==> src/rtl/core/hsv2rgb_pkg.sv <==
// Shared constants and types of the HSV to RGB converter.
`default_nettype none

package hsv2rgb_pkg;

  // Default number of fraction bits of the fixed-point inputs.
  localparam int unsigned FRAC_BITS_DEFAULT = 16;

  // Register stages from the input beat to the output register.
  localparam int unsigned NUM_STAGES = 5;

  // Hue offsets of the three color channels, in sixths of a turn.
  localparam int unsigned OFFSET_RED   = 5;
  localparam int unsigned OFFSET_GREEN = 3;
  localparam int unsigned OFFSET_BLUE  = 1;

  // Stage load strobes, one bit per pipeline stage, stage one in bit zero.
  typedef struct packed {
    logic [NUM_STAGES-1:0] load;
  } stage_ctl_t;

endpackage

`default_nettype wire

==> src/rtl/core/hsv2rgb_chan.sv <==
// One color channel of the converter: hue weight, products and 8-bit scaling.
`default_nettype none

module hsv2rgb_chan #(
  parameter int unsigned FRAC_BITS = hsv2rgb_pkg::FRAC_BITS_DEFAULT,
  parameter int unsigned OFFSET    = hsv2rgb_pkg::OFFSET_RED
) (
  input  wire logic                    clk_i,
  input  wire hsv2rgb_pkg::stage_ctl_t ctl_i,
  input  wire logic [FRAC_BITS:0]      hue_i,   // stage one input
  input  wire logic [FRAC_BITS:0]      sat_i,   // stage two input
  input  wire logic [FRAC_BITS:0]      val_i,   // stage three input
  input  wire logic                    zero_i,  // stage five input
  output logic [7:0]                   chan_o
);

  localparam int unsigned KW  = FRAC_BITS + 4;
  localparam int unsigned PW  = 2 * FRAC_BITS + 2;
  localparam int unsigned YW  = 3 * FRAC_BITS + 2;
  localparam int unsigned ZW  = YW + 8;

  localparam logic [KW-1:0] OneK    = KW'(1) << FRAC_BITS;
  localparam logic [KW-1:0] ThreeK  = KW'(3) << FRAC_BITS;
  localparam logic [KW-1:0] FourK   = KW'(4) << FRAC_BITS;
  localparam logic [KW-1:0] SixK    = KW'(6) << FRAC_BITS;
  localparam logic [KW-1:0] OffsetK = KW'(OFFSET) << FRAC_BITS;
  localparam logic [PW-1:0] OneSq   = PW'(1) << (2 * FRAC_BITS);

  logic [KW-1:0]          k_raw;
  logic [KW-1:0]          k_mod;
  logic [KW-1:0]          k_rev;
  logic [FRAC_BITS:0]     m_d, m_q;
  logic [PW-1:0]          prod_sm;
  logic [PW-1:0]          t_full;
  logic [2*FRAC_BITS:0]   t_q;
  logic [PW-1:0]          ph_q;
  logic [2*FRAC_BITS:0]   pl_q;
  logic [YW-1:0]          y_q;
  logic [ZW-1:0]          z_scaled;
  logic [7:0]             chan_d, chan_q;

  // Stage one: position on the hue circle and the piecewise-linear weight.
  assign k_raw = OffsetK + KW'(hue_i) * KW'(6);
  assign k_mod = (k_raw >= SixK) ? (k_raw - SixK) : k_raw;
  assign k_rev = FourK - k_mod;

  always_comb begin
    if (k_mod < OneK) begin
      m_d = k_mod[FRAC_BITS:0];
    end else if (k_mod <= ThreeK) begin
      m_d = OneK[FRAC_BITS:0];
    end else if (k_mod < FourK) begin
      m_d = k_rev[FRAC_BITS:0];
    end else begin
      m_d = '0;
    end
  end

  // Stage two: t = 1.0^2 - s*m, exact with 2*FRAC_BITS fraction bits.
  assign prod_sm = PW'(sat_i) * PW'(m_q);
  assign t_full  = OneSq - prod_sm;

  // Stage five: 255*y by shift and subtract, keep the integer bits.
  assign z_scaled = {y_q, 8'b0} - ZW'(y_q);
  assign chan_d   = zero_i ? 8'b0 : z_scaled[3*FRAC_BITS+7 -: 8];

  // Pipeline registers, each loaded by its stage strobe.
  always_ff @(posedge clk_i) begin
    if (ctl_i.load[0]) begin
      m_q <= m_d;
    end
    if (ctl_i.load[1]) begin
      t_q <= t_full[2*FRAC_BITS:0];
    end
    // Stage three: v*t split in two narrow products.
    if (ctl_i.load[2]) begin
      ph_q <= PW'(val_i) * PW'(t_q[2*FRAC_BITS:FRAC_BITS]);
      pl_q <= (2*FRAC_BITS+1)'(val_i) * (2*FRAC_BITS+1)'(t_q[FRAC_BITS-1:0]);
    end
    // Stage four: recombine into v*t with 3*FRAC_BITS fraction bits.
    if (ctl_i.load[3]) begin
      y_q <= {ph_q, {FRAC_BITS{1'b0}}} + YW'(pl_q);
    end
    if (ctl_i.load[4]) begin
      chan_q <= chan_d;
    end
  end

  assign chan_o = chan_q;

endmodule

`default_nettype wire

==> config.mk <==
export PLATFORM = sky130hd
export DESIGN_NAME = hsv2rgb_chan
export DESIGN_NICKNAME = d
export VERILOG_FILES = /design/src/rtl/core/hsv2rgb_pkg.sv /design/src/rtl/core/hsv2rgb_chan.sv
export SDC_FILE = /design/constraint.sdc
export NUM_CORES = 2
export LEC_CHECK = 0
export BUFFER_PORTS_ARGS = -buffer_cell sky130_fd_sc_hd__buf_4
export CAP_MARGIN = 20
export CORE_ASPECT_RATIO = 1.5
export CORE_MARGIN = 2
export CORE_UTILIZATION = 55
export DETAILED_ROUTE_END_ITERATION = 10
export PLACE_DENSITY = 0.74
export REMOVE_ABC_BUFFERS = 1
export SLEW_MARGIN = 20
export SYNTH_ARGS = -nofsm -noshare
export SYNTH_HDL_FRONTEND = slang
export SYNTH_SLANG_ARGS = --single-unit
==> constraint.sdc <==
create_clock -name clk_i -period 7.8 [get_ports clk_i]
set_clock_uncertainty 0.2 [all_clocks]
set_input_delay 1.56 -clock clk_i [delete_from_list [all_inputs] [get_ports clk_i]]
set_output_delay 1.56 -clock clk_i [all_outputs]
set_load 0.05 [all_outputs]
======== Word-level counts from Yosys, hierarchy flattened ========
Cells that the tools add are included.
cells by class
  add/subtract/negate cells ............... 6
  multiply operators ...................... 4
  order comparisons ....................... 4
  multiplexer cells ....................... 4
operator list
  cell                    number
  $sub 56x50->56          1
  $mux 17                 3
  $add 50x33->50          1
  $mul 17x17->34          1
  $mul 17x16->33          1
  $mul 17x17->33          1
  $sub 33x33->33 const A  1
  $add 19x20->20 const A  1
  $ge 20x19->1 const B    1
  $le 20x18->1 const B    1
  $lt 20x17->1 const B    1
  $lt 20x19->1 const B    1
  $mux 20                 1
  $sub 20x19->20 const B  1
  $mul 17x2->19 const B   1
  $sub 1x17->17 const A   1
storage, ports and cells
  register bits after elaboration ......... 175
  output and inout bits ................... 8
  word-level logic and storage cells ...... 24

======== Logic depth before layout (Yosys ltp) ========
  depth after elaboration ................. 8
  depth in mapped cells ................... 27

======== Worst setup path before layout ========
No wires, ideal clock.
  path type ............................... in2reg
  from .................................... in val_i[15]
  to ...................................... reg pl_q[31] (data pin)
  setup time .............................. 0.258 ns
  data arrival time ....................... 7.528 ns
  required time ........................... 7.342 ns
  setup slack ............................. -0.186 ns
  cell stages on the path ................. 23
  buffers on the path ..................... 1
  path through ............................ clkbuf_1 > nand2_1 > fa_1 > fa_1 > inv_1 > fa_1 > fa_1 > fa_1 > inv_1 > fa_1 > inv_1 > ha_1 > a21o_1 > a21o_1 > a21o_1 > a21oi_1 > nor2b_1 > a2111oi_2 > o21ai_0 > a2111oi_0 > o31ai_1 > a21oi_1 > xnor2_1
between the ends
  longest elaborated chain between the ends .. 1
RTL lines
  element                 line                text
  start: declaration      hsv2rgb_chan.sv:12  input wire logic [FRAC_BITS:0] val_i,
  $mul 17x16->33          hsv2rgb_chan.sv:78  pl_q <= (2*FRAC_BITS+1)'(val_i) * (2*FRAC_BITS+1)'(t_q[FRAC_BITS-1:0]);
  end signal: assignment  hsv2rgb_chan.sv:78
  end: declaration        hsv2rgb_chan.sv:37  logic [2*FRAC_BITS:0] pl_q;
Every way passes these cells.
A chain may end at the register's enable or synchronous reset.

======== Worst setup path in the final report ========
  from .................................... in val_i[11]
  to ...................................... reg pl_q[32] (data pin)
Same word-level chain as after synthesis.

==> out/metrics.cfg <==
[worst_setup_path]
cpMostUsedCell = fa_1
end_kind = flip-flop
cp_max_fo = 5
path_class = in2reg
max_stage_delay_ps = 540
cp_cell_sequence = buf_4 > and2_1 > fa_1 > inv_1 > fa_1 > inv_1 > fa_1 > fa_1 > fa_1 > inv_1 > fa_1 > inv_1 > ha_1 > a21o_1 > a21o_1 > a21o_1 > a21o_1 > a2111oi_1 > nor3_1 > o41ai_2 > o21a_1 > o211ai_1 > o21ai_0 > xnor2_1
critPathTopFamily = adder cells
worstPathArrival_ps = 7460
critPathLaunchType = input port
cp_num_buf_inv = 5
crit_slowest_cell = fa_1
crit_required_ps = 7840

[finish]
nFillCells = 5722
final_cell_mix = inv_1 (899), fa_1 (649), nand2_1 (494)
area_growth_pct = 7.08
antenna_cells = 0
fin_cells = 4878
drive_gt1_share_pct = 6.40
layout.nets = 5096
mostFrequentLayoutCell = inv_1
final_core_util_pct = 59.6

[clock_network]
clkLatencyLatePin_ps = 510
clock_path_buffers = 2
cts_setup_buffers = 0
clk_pin_slew_ps = 70
clock-sinks = 171
postCtsHoldBufs = 0
cts_resized = 0
cts_buffers = 17
htree_levels = 4
cts_root_buf = clkbuf_16
cts_tree = done

[global_route]
grt_max_degree = 67
grt_pass1_wl_mm = 135
grt_pass1_vias = 28271
antenna_found_initial = 0
grt_overflow = 0
track_usage_pct = 24.5

[run]
drv_cap = 0

[hold_path]
min_path_type = reg2reg

[floorplanning]
fp-row-count = 115
ios = 66
die_h_um = 320
die_x_um = 215
coreArea_mm2 = 0.0658
initial_utilization_pct = 55.7
dieArea_mm2 = 0.0687

[route]
drt_iter0_markers = 919
route.detailed.drc = 0
drt-pass1-iter-count = 5
wl_per_cell_um = 16.4
drt-total-wl_mm = 79.8
num_vias = 26070
vias_per_cell = 5.34
ant_nets = 0

[synth]
synth-edff-count = 171
synth_ff_type = edfxtp_1
synth_top_cell_area_share_pct = 35.5
synth_cell_types = 83
ys_warn_count = 0
synth-seq-cells = 171
synth_largest_area_cell = fa_1
yosysSeqAreaShare_pct = 14.0
synthArstFlopShare_pct = 0
synthesis.area_mm2 = 0.0366
synthTopCellsByArea = fa_1 (35%), edfxtp_1 (14%), ha_1 (14%)
synthCells = 3929
syn_avg_cell_area_um2 = 9.32

[timing]
final_hold_viol_count = 0
setup_violations = 0
drv_slew = 0
relSlewSlack_pct = 39.3
period_minus_slack_ps = 7410
max_freq_ghz = 0.135
period_share_pct = 95.1
hold_slack_ps = 219
setup_ws_ps = 385
worst_pin_slew_ps = 910
rsz0062_at_grt = no

[place]
io_buffers = 65
dp.cells = 4846
place_ws_ps = -224
gp_congestion = 0.901
dp.final_hpwl_mm = 68.2

[run_status]
status = finished clean

[synth_stat cells (all sizes together), types with 26 or more instances]
master and number:
nor2 100, fa 649, o21ai 57, inv 899, a21oi 112, nand3 30, a21o 66, ha 401
and2 401, clkbuf 131, xor2 26, xnor2 92, edfxtp 171, nand2 494
[final cells by class]
type	instances	area (um2)	share of cell area [%]
Clock inverter	15	205	0.523
Tap cell	877	1100	2.80
Multi-Input combinational cell	2722	27600	70.3
Inverter	899	3370	8.61
Clock buffer	17	425	1.09
Timing Repair Buffer	177	1400	3.58
Sequential cell	171	5130	13.1
[registers in the layout, summed over array words and instances, names as in the netlist]
| register | flops |
|---|---|
| t_q | 32 |
| chan_o | 8 |
| pl_q | 32 |
| y_q | 49 |
| ph_q | 34 |
| m_q | 16 |
[per-stage QoR]
| stage | TNS, ps | area (um2) |
|---|---|---|
| after global routing | 0 | 39200 |
| after CTS | 0 | 39200 |
| after floorplan | 0 | 36100 |
| after global placement | -449 | 38600 |
| final | 0 | 39200 |
| after detailed placement | -1110 | 38600 |
[logic make-up (layout without fill, tap and decap cells)]
group | after synthesis | after routing | synth area share [%]
buffers and inverters | 1036 | 1108 | 10.7
xor gates and xnor gates | 118 | 118 | 2.82
and+or+nand+nor | 1171 | 1171 | 16.0
muxes | 5 | 5 | 0.178
AOI/OAI and AO/OA | 378 | 378 | 7.04
adders and majority gates | 1050 | 1050 | 49.2
DFF | 171 | 171 | 14.0
[metal layers]
layer  up-vias  wire [um]  GRT usage [%]
met3       228       2620           2.87
met1     13058      28700           25.6
li1      12189          -              -
met5         -          0              0
met4         0       4180           12.3
met2       595      44400           47.8
[worst paths after layout]
kind	from	cells after the start	to	slack [ps]
worst max register to register	t_q[1]	23	pl_q[32]	710
worst min register to register	pl_q[12]	0	y_q[12]	220
worst min-delay path	pl_q[12]	0	y_q[12]	220
worst max-delay path	val_i[11]	24	pl_q[32]	390
Power is left out: the tool's default activity adds up to more than one toggle a clock period on the data nets, which glitch-free logic cannot reach.
